--- src/rtl/assert_macros.svh ---
// assertion helpers for the rtl files (included by stt_ctrl)
`ifndef ASSERT_MACROS_SVH
`define ASSERT_MACROS_SVH

`ifndef ASSERT_OFF

// property must hold at every clock edge outside reset
`define ASSERT_PROP(label, clk, rstn, prop) \
    label: assert property (@(posedge clk) disable iff (!rstn) (prop)) \
        else $error("assertion failed");

// condition must never be true outside reset
`define ASSERT_NEVER(label, clk, rstn, cond) \
    label: assert property (@(posedge clk) disable iff (!rstn) !(cond)) \
        else $error("forbidden condition seen");

`else

`define ASSERT_PROP(label, clk, rstn, prop)
`define ASSERT_NEVER(label, clk, rstn, cond)

`endif

`endif

--- src/rtl/stt_pkg.sv ---
`default_nettype none

package stt_pkg;

    localparam int SLOT_COUNT_DEF = 8;
    localparam int MAX_RESULTS    = 8;
    localparam int CNT_W          = $clog2(MAX_RESULTS + 1);

    typedef enum logic [2:0] {
        ACT_TICK   = 3'd0,
        ACT_CREATE = 3'd1,
        ACT_START  = 3'd2,
        ACT_STOP   = 3'd3,
        ACT_ATTACH = 3'd4,
        ACT_DETACH = 3'd5
    } action_t;

    typedef enum logic [2:0] {
        STS_OK          = 3'd0,
        STS_INVALID     = 3'd1,
        STS_RUNNING     = 3'd2,
        STS_NOT_RUNNING = 3'd3,
        STS_NO_FREE     = 3'd4
    } status_t;

    localparam logic KIND_STATUS = 1'b0;
    localparam logic KIND_EXPIRY = 1'b1;

    typedef enum logic [2:0] {
        ST_IDLE,
        ST_CMD,
        ST_RD,
        ST_EX,
        ST_FLUSH
    } state_t;

    // write side of the interval and elapsed stores
    typedef struct packed {
        logic        ivl_we;
        logic        el_we;
        logic [31:0] ivl_wdata;
        logic [31:0] el_wdata;
    } mem_wr_t;

endpackage

`default_nettype wire

--- src/rtl/stt_alu.sv ---
`default_nettype none

module stt_alu
    import stt_pkg::*;
(
    input  wire logic [31:0] elapsed,
    input  wire logic [31:0] tick,
    input  wire logic [31:0] interval,
    output logic      [31:0] sum,
    output logic             hit
);

    // elapsed wraps modulo 2^32
    assign sum = elapsed + tick;
    assign hit = (sum >= interval);

endmodule

`default_nettype wire

--- src/rtl/stt_mem.sv ---
`default_nettype none

module stt_mem
    import stt_pkg::*;
#(
    parameter int SLOT_COUNT = SLOT_COUNT_DEF,
    localparam int IDX_W = (SLOT_COUNT > 1) ? $clog2(SLOT_COUNT) : 1
) (
    input  wire logic             aclk,
    input  wire logic [IDX_W-1:0] addr,
    input  wire mem_wr_t          wr,
    output logic      [31:0]      ivl_q,
    output logic      [31:0]      el_q
);

    logic [31:0] ivl_mem [SLOT_COUNT];
    logic [31:0] el_mem  [SLOT_COUNT];

    always_ff @(posedge aclk) begin
        if (wr.ivl_we) begin
            ivl_mem[addr] <= wr.ivl_wdata;
        end
        ivl_q <= ivl_mem[addr];
    end

    always_ff @(posedge aclk) begin
        if (wr.el_we) begin
            el_mem[addr] <= wr.el_wdata;
        end
        el_q <= el_mem[addr];
    end

endmodule

`default_nettype wire

--- src/rtl/stt_ctrl.sv ---
`default_nettype none

`include "assert_macros.svh"

module stt_ctrl
    import stt_pkg::*;
#(
    parameter int SLOT_COUNT = SLOT_COUNT_DEF,
    localparam int IDX_W = (SLOT_COUNT > 1) ? $clog2(SLOT_COUNT) : 1
) (
    input  wire logic             aclk,
    input  wire logic             aresetn,
    input  wire logic             s_tvalid,
    output logic                  s_tready,
    input  wire logic [2:0]       s_action,
    input  wire logic [7:0]       s_timer_id,
    input  wire logic [31:0]      s_interval_ms,
    input  wire logic [31:0]      s_tick_count,
    output logic                  m_tvalid,
    input  wire logic             m_tready,
    output logic                  m_kind,
    output logic      [2:0]       m_status,
    output logic      [5:0]       m_slot,
    output logic                  m_last,
    output logic      [IDX_W-1:0] mem_addr,
    output mem_wr_t               mem_wr,
    output logic      [31:0]      alu_tick,
    input  wire logic [31:0]      alu_sum,
    input  wire logic             alu_hit
);

    state_t state_reg, state_next;

    logic [2:0]            act_reg;
    logic [7:0]            id_reg;
    logic [31:0]           ivl_reg;
    logic [31:0]           tick_reg;
    logic [IDX_W-1:0]      idx_reg, idx_next;
    logic [CNT_W-1:0]      cnt_reg, cnt_next;
    logic                  pend_valid_reg, pend_valid_next;
    logic [IDX_W-1:0]      pend_slot_reg, pend_slot_next;
    logic [SLOT_COUNT-1:0] running_reg, running_next;
    logic [SLOT_COUNT-1:0] notify_reg, notify_next;
    logic [SLOT_COUNT-1:0] used_reg, used_next;

    logic                  out_valid_reg;
    logic                  out_kind_reg;
    logic [2:0]            out_status_reg;
    logic [5:0]            out_slot_reg;
    logic                  out_last_reg;

    logic                  push;
    logic                  push_kind;
    logic [2:0]            push_status;
    logic [5:0]            push_slot;
    logic                  push_last;

    logic                  in_fire;
    logic                  out_free;
    logic                  id_ok;
    logic [IDX_W-1:0]      id_idx;
    logic                  free_found;
    logic [IDX_W-1:0]      free_idx;
    logic                  run;
    logic                  expired;
    logic                  event_hit;
    logic                  ex_go;
    logic                  last_slot;

    assign s_tready = (state_reg == ST_IDLE);
    assign in_fire  = s_tvalid && s_tready;
    assign out_free = !out_valid_reg || m_tready;
    assign alu_tick = tick_reg;

    assign id_ok  = (id_reg < 8'(SLOT_COUNT));
    assign id_idx = id_reg[IDX_W-1:0];

    // lowest slot whose used bit is clear
    always_comb begin
        free_found = 1'b0;
        free_idx   = '0;
        for (int i = SLOT_COUNT - 1; i >= 0; i--) begin
            if (!used_reg[i]) begin
                free_found = 1'b1;
                free_idx   = IDX_W'(i);
            end
        end
    end

    assign run       = running_reg[idx_reg];
    assign expired   = run && used_reg[idx_reg] && alu_hit;
    assign event_hit = expired && notify_reg[idx_reg] && (cnt_reg < CNT_W'(MAX_RESULTS));
    // a new event flushes the held one, which needs room on the result side
    assign ex_go     = !(event_hit && pend_valid_reg) || out_free;
    assign last_slot = (idx_reg == IDX_W'(SLOT_COUNT - 1));

    always_comb begin
        state_next = state_reg;
        case (state_reg)
            ST_IDLE: begin
                if (in_fire) begin
                    case (s_action)
                        ACT_TICK: begin
                            state_next = (s_tick_count != 32'd0) ? ST_RD : ST_IDLE;
                        end
                        ACT_CREATE, ACT_START, ACT_STOP, ACT_ATTACH, ACT_DETACH: begin
                            state_next = ST_CMD;
                        end
                        default: begin
                            state_next = ST_IDLE;
                        end
                    endcase
                end
            end
            ST_CMD: begin
                if (out_free) begin
                    state_next = ST_IDLE;
                end
            end
            ST_RD: begin
                state_next = ST_EX;
            end
            ST_EX: begin
                if (ex_go) begin
                    state_next = last_slot ? ST_FLUSH : ST_RD;
                end
            end
            ST_FLUSH: begin
                if (!pend_valid_reg || out_free) begin
                    state_next = ST_IDLE;
                end
            end
            default: begin
                state_next = ST_IDLE;
            end
        endcase
    end

    always_comb begin
        mem_addr        = idx_reg;
        mem_wr          = '0;
        push            = 1'b0;
        push_kind       = KIND_STATUS;
        push_status     = STS_OK;
        push_slot       = '0;
        push_last       = 1'b1;
        idx_next        = idx_reg;
        cnt_next        = cnt_reg;
        pend_valid_next = pend_valid_reg;
        pend_slot_next  = pend_slot_reg;
        running_next    = running_reg;
        notify_next     = notify_reg;
        used_next       = used_reg;
        case (state_reg)
            ST_IDLE: begin
                idx_next        = '0;
                cnt_next        = '0;
                pend_valid_next = 1'b0;
            end
            ST_CMD: begin
                mem_addr = (act_reg == ACT_CREATE) ? free_idx : id_idx;
                if (out_free) begin
                    push = 1'b1;
                    case (act_reg)
                        ACT_CREATE: begin
                            if (free_found) begin
                                mem_wr.ivl_we       = 1'b1;
                                mem_wr.ivl_wdata    = ivl_reg;
                                mem_wr.el_we        = 1'b1;
                                mem_wr.el_wdata     = '0;
                                used_next[free_idx] = (ivl_reg != 32'd0);
                                push_slot           = 6'(free_idx);
                            end else begin
                                push_status = STS_NO_FREE;
                            end
                        end
                        ACT_START: begin
                            if (!id_ok) begin
                                push_status = STS_INVALID;
                            end else if (running_reg[id_idx]) begin
                                push_status = STS_RUNNING;
                            end else begin
                                running_next[id_idx] = 1'b1;
                                mem_wr.el_we         = 1'b1;
                                mem_wr.el_wdata      = '0;
                            end
                        end
                        ACT_STOP: begin
                            if (!id_ok) begin
                                push_status = STS_INVALID;
                            end else if (!running_reg[id_idx]) begin
                                push_status = STS_NOT_RUNNING;
                            end else begin
                                running_next[id_idx] = 1'b0;
                            end
                        end
                        ACT_ATTACH: begin
                            if (!id_ok) begin
                                push_status = STS_INVALID;
                            end else begin
                                notify_next[id_idx] = 1'b1;
                            end
                        end
                        ACT_DETACH: begin
                            if (!id_ok) begin
                                push_status = STS_INVALID;
                            end else begin
                                notify_next[id_idx] = 1'b0;
                            end
                        end
                        default: begin
                            push = 1'b0;
                        end
                    endcase
                end
            end
            ST_RD: begin
                mem_addr = idx_reg;
            end
            ST_EX: begin
                if (ex_go) begin
                    if (run) begin
                        mem_wr.el_we    = 1'b1;
                        mem_wr.el_wdata = expired ? 32'd0 : alu_sum;
                    end
                    if (event_hit) begin
                        cnt_next        = cnt_reg + 1'b1;
                        pend_valid_next = 1'b1;
                        pend_slot_next  = idx_reg;
                        if (pend_valid_reg) begin
                            push        = 1'b1;
                            push_kind   = KIND_EXPIRY;
                            push_slot   = 6'(pend_slot_reg);
                            push_last   = 1'b0;
                        end
                    end
                    if (!last_slot) begin
                        idx_next = idx_reg + 1'b1;
                    end
                end
            end
            ST_FLUSH: begin
                if (pend_valid_reg && out_free) begin
                    push            = 1'b1;
                    push_kind       = KIND_EXPIRY;
                    push_slot       = 6'(pend_slot_reg);
                    push_last       = 1'b1;
                    pend_valid_next = 1'b0;
                end
            end
            default: begin
                pend_valid_next = 1'b0;
            end
        endcase
    end

    always_ff @(posedge aclk) begin
        if (!aresetn) begin
            state_reg      <= ST_IDLE;
            cnt_reg        <= '0;
            pend_valid_reg <= 1'b0;
            running_reg    <= '0;
            notify_reg     <= '0;
            used_reg       <= '0;
            out_valid_reg  <= 1'b0;
        end else begin
            state_reg      <= state_next;
            cnt_reg        <= cnt_next;
            pend_valid_reg <= pend_valid_next;
            running_reg    <= running_next;
            notify_reg     <= notify_next;
            used_reg       <= used_next;
            if (push) begin
                out_valid_reg <= 1'b1;
            end else if (m_tready) begin
                out_valid_reg <= 1'b0;
            end
        end
    end

    always_ff @(posedge aclk) begin
        idx_reg       <= idx_next;
        pend_slot_reg <= pend_slot_next;
        if (in_fire) begin
            act_reg  <= s_action;
            id_reg   <= s_timer_id;
            ivl_reg  <= s_interval_ms;
            tick_reg <= s_tick_count;
        end
        if (push) begin
            out_kind_reg   <= push_kind;
            out_status_reg <= push_status;
            out_slot_reg   <= push_slot;
            out_last_reg   <= push_last;
        end
    end

    assign m_tvalid = out_valid_reg;
    assign m_kind   = out_kind_reg;
    assign m_status = out_status_reg;
    assign m_slot   = out_slot_reg;
    assign m_last   = out_last_reg;

    `ASSERT_PROP(a_ready_no_pend, aclk, aresetn, s_tready |-> !pend_valid_reg)
    `ASSERT_PROP(a_pend_in_walk, aclk, aresetn,
        pend_valid_reg |-> (state_reg == ST_RD || state_reg == ST_EX || state_reg == ST_FLUSH))
    `ASSERT_NEVER(a_push_overrun, aclk, aresetn, push && !out_free)
    `ASSERT_NEVER(a_cnt_range, aclk, aresetn, cnt_reg > CNT_W'(MAX_RESULTS))
    `ASSERT_PROP(a_flush_last, aclk, aresetn,
        (state_reg == ST_FLUSH && push) |=> (m_tvalid && m_last && m_kind == KIND_EXPIRY))

endmodule

`default_nettype wire

--- src/rtl/software_timer_table.sv ---
`default_nettype none

// Table of SLOT_COUNT interval timers driven by tick, create, start, stop, attach and
// detach transactions. s_tready is high only while the block is idle, so one transaction
// is in work at a time; a finished result waits in the output register and does not hold
// off the next input. A command (create, start, stop, attach, detach) is held in ST_CMD
// while an earlier result still waits on the result channel. A nonzero tick visits
// every slot through one shared 32-bit adder and compare, each slot taking a registered
// read of the interval and elapsed stores (ST_RD) and then an update (ST_EX); the walk
// can stall while the result channel is busy. A zero tick and unused action codes go
// straight back to idle and give no result. Up to eight expiry events are sent per tick
// in rising slot order; the last result of every transaction that gives one carries
// m_tlast. There is no clearing pass after reset.
module software_timer_table
    import stt_pkg::*;
#(
    parameter int SLOT_COUNT = SLOT_COUNT_DEF,
    localparam int IDX_W = (SLOT_COUNT > 1) ? $clog2(SLOT_COUNT) : 1
) (
    input  wire logic        aclk,
    input  wire logic        aresetn,
    input  wire logic        s_tvalid,
    output logic             s_tready,
    // [7:0] timer_id, [39:8] interval_ms, [71:40] tick_count
    input  wire logic [71:0] s_tdata,
    // [2:0] action
    input  wire logic [2:0]  s_tuser,
    output logic             m_tvalid,
    input  wire logic        m_tready,
    // [2:0] status, [8:3] slot, [15:9] zero
    output logic      [15:0] m_tdata,
    // [0] kind
    output logic      [0:0]  m_tuser,
    output logic             m_tlast
);

    logic [IDX_W-1:0] mem_addr;
    mem_wr_t          mem_wr;
    logic [31:0]      ivl_q;
    logic [31:0]      el_q;
    logic [31:0]      alu_tick;
    logic [31:0]      alu_sum;
    logic             alu_hit;
    logic             m_kind;
    logic [2:0]       m_status;
    logic [5:0]       m_slot;

    stt_ctrl #(
        .SLOT_COUNT(SLOT_COUNT)
    ) u_ctrl (
        .aclk          (aclk),
        .aresetn       (aresetn),
        .s_tvalid      (s_tvalid),
        .s_tready      (s_tready),
        .s_action      (s_tuser),
        .s_timer_id    (s_tdata[7:0]),
        .s_interval_ms (s_tdata[39:8]),
        .s_tick_count  (s_tdata[71:40]),
        .m_tvalid      (m_tvalid),
        .m_tready      (m_tready),
        .m_kind        (m_kind),
        .m_status      (m_status),
        .m_slot        (m_slot),
        .m_last        (m_tlast),
        .mem_addr      (mem_addr),
        .mem_wr        (mem_wr),
        .alu_tick      (alu_tick),
        .alu_sum       (alu_sum),
        .alu_hit       (alu_hit)
    );

    stt_mem #(
        .SLOT_COUNT(SLOT_COUNT)
    ) u_mem (
        .aclk  (aclk),
        .addr  (mem_addr),
        .wr    (mem_wr),
        .ivl_q (ivl_q),
        .el_q  (el_q)
    );

    stt_alu u_alu (
        .elapsed  (el_q),
        .tick     (alu_tick),
        .interval (ivl_q),
        .sum      (alu_sum),
        .hit      (alu_hit)
    );

    assign m_tdata = {7'd0, m_slot, m_status};
    assign m_tuser = m_kind;

endmodule

`default_nettype wire

--- config.mk ---
export PLATFORM = sky130hd
export DESIGN_NAME = software_timer_table
export DESIGN_NICKNAME = d
export VERILOG_FILES = /design/src/rtl/stt_pkg.sv /design/src/rtl/stt_alu.sv /design/src/rtl/stt_mem.sv /design/src/rtl/stt_ctrl.sv /design/src/rtl/software_timer_table.sv
export VERILOG_INCLUDE_DIRS = /design/src /design/src/rtl
export SDC_FILE = /design/constraint.sdc
export NUM_CORES = 1
export LEC_CHECK = 0
export ABC_AREA = 0
export BUFFER_PORTS_ARGS = -buffer_cell sky130_fd_sc_hd__buf_2
export CAP_MARGIN = 40
export CORE_MARGIN = 2
export CORE_UTILIZATION = 60
export DETAILED_ROUTE_END_ITERATION = 12
export GPL_ROUTABILITY_DRIVEN = 1
export PLACE_DENSITY = 0.75
export RECOVER_POWER = 25
export SLEW_MARGIN = 15
export SYNTH_ARGS = -nofsm -noshare
export SYNTH_HDL_FRONTEND = slang
export SYNTH_HIERARCHICAL = 1
export SYNTH_SLANG_ARGS = --single-unit
--- constraint.sdc ---
create_clock -name aclk -period 9 [get_ports aclk]
set_input_delay 0.45 -clock aclk [delete_from_list [all_inputs] [get_ports aclk]]
set_output_delay 0.45 -clock aclk [all_outputs]
set_load 0.03 [all_outputs]
==> impl.org <==
** Min path
- Endpoint of the worst hold path :: u_ctrl/ivl_reg[1]
- The min-delay analysis places its worst path in the category input pin to flip-flop.
- Worst Hold Launch :: s_tdata[9]
- Depth of the worst hold-timing path :: 1

** Global route
- Maximum number of pins on one net before global-route repair :: between 40 and 50
- Overall global routing resource usage :: about a quarter
- The number of antenna violations at the first check in global routing is 0.
- Global routing usage on met1 :: ~33%
- For met2 alone, demand over resource in global routing was between 30 and 40%.
- Wire length of the first global-routing pass :: 88.8 mm
- In the global route stage, met3 resource usage came out at under 10%.
- The via count of the first global-routing pass was 15200.
- After global routing, the most crowded layer is met2.
- Global routing finished with a remaining overflow of 0.

** Timing
- Unrepaired setup endpoints after global routing :: no
- Setup slack closes at between 2000 and 3000 ps.
- The final-report max-slew violation count was between 100 and 150.
- For the pin with the worst max-slew slack, the measured transition is roughly 2900 ps.
- The hold violation total from the final report is 0.
- The tightest hold path in the finished design has a slack of 24.3 ps.
- Setup tns final :: 0 ps
- On the final layout, the worst clock skew is 30.4 ps.
- For the finished layout, the period the worst path requires is approximately 6300 ps.
- Measured against its own limit, the worst slew margin works out to -90.8%.
- Total setup violations reported at the end of the flow :: 0
- F_max :: about 160 MHz
- After layout, the worst path uses 70.0% of the clock period.

** Clocking
- Clk sinks :: ~700
- After clock tree synthesis, the setup repair step added 0 buffers.
- Hold buffers post-CTS :: 18
- Worst-skew pair later-pin latency :: roughly 600 ps
- After clock tree synthesis, the repair step resized 0 gates.
- Clock tree from TritonCTS :: built
- Inserted Clock Buffers :: between 60 and 70
- Clock tree synthesis selected as its root buffer the cell sky130_fd_sc_hd__clkbuf_16.
- In this run the deepest clock path goes through 3 buffers.
- The clock tree synthesis step divided the H-tree into 3 levels.
- After clock tree synthesis, the clock-pin slew on the worst setup and hold paths is 60 ps.

** Worst setup path
- R2R Setup Slk :: between 2000 and 3000 ps
- Worst Reg2Reg Path Length in Cells :: 22
- STA classifies the critical path startpoint as a flip-flop.
- In this run the critical register-to-register path is launched from u_ctrl/alu_tick[1].
- The setup path with the least slack is of type flip-flop to flip-flop.
- The worst setup path is captured at a flip-flop.
- Reg-to-reg endpoint :: u_mem/el_mem[4][10]
- Data on the critical path arrives at its endpoint at about 6500 ps.
- Required time of the critical path :: roughly 9200 ps
- Chain of cells forming the critical path :: ha_1 > a21o_1 > a21oi_1 > o211ai_1 > a22o_1 > a221o_2 > a31oi_1 > xnor2_1 > ha_1 > a21o_1 > a21o_1 > a21o_1 > or4b_2 > a21oi_1 > o31ai_1 > a21o_1 > nand4b_4 > nor2_1 > o211ai_1 > nand2_1 > nor3_2 > buf_4
- In this run the worst path has a maximum fanout of 32.
- Grouping stages by cell kind, the critical path spends the most delay in compound AO/OA/AOI/OAI gates.
- For this run, the slowest stage of the critical path takes slightly above 600 ps.
- Crit path buffers/inverters :: 1
- Most used cell along the critical path :: sky130_fd_sc_hd__a21o_1
- Crit. path cell count :: 22
- Among all stages on the critical path, the largest delay is contributed by sky130_fd_sc_hd__or4b_2.

** Floorplan
- Core region area :: 47600 um2
- Measured along the y axis, the die boundary spans about 220 um.
- For this configuration, the core starts out at a cell density of about three fifths.
- Chip width :: about 220 um
- During I/O placement, the number of pins put on the boundary was about 100.
- The die covers around 50000 um2.
- Site row count :: 80

** Placed design
- Once detailed placement completed, the half-perimeter wirelength came to 36.0 mm.
- Routability-driven placement finished with a final weighted congestion of between 0.8 and 0.9.
- After detailed placement, the total cell area comes to ~30000 um2.
- Worst setup slack after placement :: about 2700 ps
- IO Port Bufs :: ~90
- Post-Place Cells :: around 2300

** Logic synthesis
- Async set-reset flop share out of synthesis :: 0%
- Number of enable flip-flop cells after synthesis :: approximately 600
- Yosys attributes the largest share of cell area to sky130_fd_sc_hd__edfxtp_1 (62%), sky130_fd_sc_hd__mux4_2 (9.9%), sky130_fd_sc_hd__dfxtp_1 (6.7%), sky130_fd_sc_hd__ha_1 (2.9%), sky130_fd_sc_hd__mux2_4 (2.6%).
- Post-synthesis sequential area ratio :: 69.2%
- Library cell occupying the most area in the post-synthesis netlist :: sky130_fd_sc_hd__edfxtp_1
- The synthesized design devotes to its leading area cell type 62.5% of total area.
- Yosys warnings :: 6
- Synthesized area :: slightly below 30000 um2
- Number of distinct library cells after synthesis :: 90
- Number of instances in the synthesized netlist :: between 1500 and 2000
- #FFs+latches synth :: about 700
- Main flop type after synthesis :: sky130_fd_sc_hd__edfxtp_1
- A synthesized cell averages around 18 um2.

** Finish
- Net count reported at finish :: approximately 1900
- Antenna Cells :: 0
- Share of the core filled with cells in the final layout :: between 60% and 70%
- Summing all non-filler instances in the final layout gives an area of about 32000 um2.
- Post-Layout Cell Count :: about 2400
- Layout cell share with drive strength beyond 1 :: 22.7%
- In the final layout, the registers with the most flip-flops are u_mem/el_mem x256, u_mem/ivl_mem x256.
- Relative to the synthesized area, the layout overhead comes to 12.1%.

** Status
- The checks that failed: max-capacitance violations, max-slew violations.
- The run finished, with violations left.

** Power and ir drop
- Of the total power, the clock network draws ~34%.
- Dividing total power by cell area gives a power density of roughly 250 nW/um2.
- Combinational cell fraction of total power :: around a fifth
- Internal Dissipation :: between 5 and 6 mW
- After layout, the design draws a total of between 7 and 8 mW.
- Sequential group share of total power :: 46.0%
- Switching part of the total :: about a quarter
- In this run the static leakage power is approximately 11 nW.
- Worst ir drop on vdd :: between 0.15 and 0.2 mV
- Summed over all nets, the switching power comes to 2.12 mW.

** Routing
- After detailed routing, the number of remaining DRC violations is 0.
- For this block, the routed nets add up to ~58 mm of wire.
- Once detail routing completed, the nets flagged for antenna violations numbered 0.
- Vias :: ~15000
- Via-per-instance ratio :: 6.14
- Routed WL per cell :: approximately 24 um
- In this run, the number of DRC markers left after iteration 0 of detailed routing was 1204.
- For this run, the detailed router's first-pass iteration total came to 5.

** Run
- Max-cap violations in this run came to 4.
## layout by cell type (no fill, tap or decap), drive strengths merged, types with 25 or more instances in the layout
master,count
dfxtp,97
nor2,70
and2,72
clkbuf,135
edfxtp,601
a21o,31
a21oi,57
nand2,34
o21ai,26
mux4,132
mux2,67
inv,55
clkinv,25
ha,66
buf,81
## synth_stat cells, types with 4 or more instances
cell type,number
sky130_fd_sc_hd__buf_12,6
sky130_fd_sc_hd__nand3b_1,8
sky130_fd_sc_hd__o311ai_0,4
sky130_fd_sc_hd__o21ai_1,6
sky130_fd_sc_hd__a41oi_1,4
sky130_fd_sc_hd__a211oi_1,11
sky130_fd_sc_hd__nor2_1,70
sky130_fd_sc_hd__mux4_1,5
sky130_fd_sc_hd__nand2b_1,11
sky130_fd_sc_hd__buf_6,6
sky130_fd_sc_hd__nand3_1,12
sky130_fd_sc_hd__nor4_1,19
sky130_fd_sc_hd__xor2_1,9
sky130_fd_sc_hd__ha_1,66
sky130_fd_sc_hd__dfxtp_1,97
sky130_fd_sc_hd__a31oi_1,6
sky130_fd_sc_hd__a311oi_1,4
sky130_fd_sc_hd__xnor2_1,22
sky130_fd_sc_hd__edfxtp_1,601
sky130_fd_sc_hd__inv_1,51
sky130_fd_sc_hd__buf_2,16
sky130_fd_sc_hd__nand2_1,33
sky130_fd_sc_hd__nor3_1,15
sky130_fd_sc_hd__mux4_2,127
sky130_fd_sc_hd__o21bai_1,4
sky130_fd_sc_hd__mux2i_1,8
sky130_fd_sc_hd__o21a_1,8
sky130_fd_sc_hd__and2_1,70
sky130_fd_sc_hd__a21o_1,31
sky130_fd_sc_hd__a22o_1,4
sky130_fd_sc_hd__o21ai_0,19
sky130_fd_sc_hd__clkbuf_1,33
sky130_fd_sc_hd__nor2b_1,10
sky130_fd_sc_hd__buf_4,14
sky130_fd_sc_hd__a21oi_1,53
sky130_fd_sc_hd__mux2_2,17
sky130_fd_sc_hd__nand4_1,18
sky130_fd_sc_hd__mux2_4,50
sky130_fd_sc_hd__o211ai_1,9
## worst max-delay path by stage
stage	from	end	slack, ps
3_3_place_gp	u_ctrl/alu_tick[1]	u_mem/el_mem[7][11]	2530
3_5_place_dp	u_ctrl/alu_tick[1]	u_mem/el_mem[3][9]	2680
6_report	u_ctrl/alu_tick[1]	u_mem/el_mem[4][10]	2700
5_1_grt	u_ctrl/alu_tick[8]	u_mem/el_mem[3][28]	2370
2_1_floorplan	u_ctrl/alu_tick[1]	u_mem/el_mem[4][0]	1890
4_1_cts	u_ctrl/alu_tick[1]	u_mem/el_mem[3][28]	2680
## routing by layer
layer / part of all wire (%) / vias to the layer above
li1: - / 6699
met1: 43 / 7693
met2: 49 / 470
met3: 5.7 / 91
met4: 2.3 / 0
met5: 0 / -
## power groups by stage
| stage | Clock (mW) | Sequential (mW) | Combinational (mW) |
|---|---|---|---|
| 3_5_place_dp | 0 | 3.74 | 1.55 |
| 5_1_grt | 2.91 | 3.69 | 1.70 |
| 3_3_place_gp | 0 | 3.74 | 1.50 |
| 6_report | 2.74 | 3.68 | 1.57 |
| 2_1_floorplan | 0 | 3.72 | 1.19 |
| 4_1_cts | 2.79 | 3.68 | 1.57 |
## cell type report
cell class              count  area [um2]
well taps                 615         769
inverters                  53         199
fillers                  3057       15300
multi-input cells         806        8320
repair buffers            138         942
flip-flops and latches    698       20000
clock buffers              96        1950
clock inverters            31         214
## logic make-up (layout without fill, tap and decap cells)
family | count (synthesis) | count (layout) | share of synthesized area (%)
AO/OA/AOI/OAI | 192 | 192 | 4.63
XOR/XNOR | 31 | 31 | 0.940
adder cells (fa/ha/maj) | 67 | 67 | 2.93
buffers and inverters | 129 | 318 | 2.42
flip-flops | 698 | 698 | 69.2
multiplexers | 207 | 207 | 13.9
other | 2 | 10 | 0.0260
AND/OR/NAND/NOR | 299 | 299 | 5.95
No activity file was read; power rests on OpenSTA's default activity.
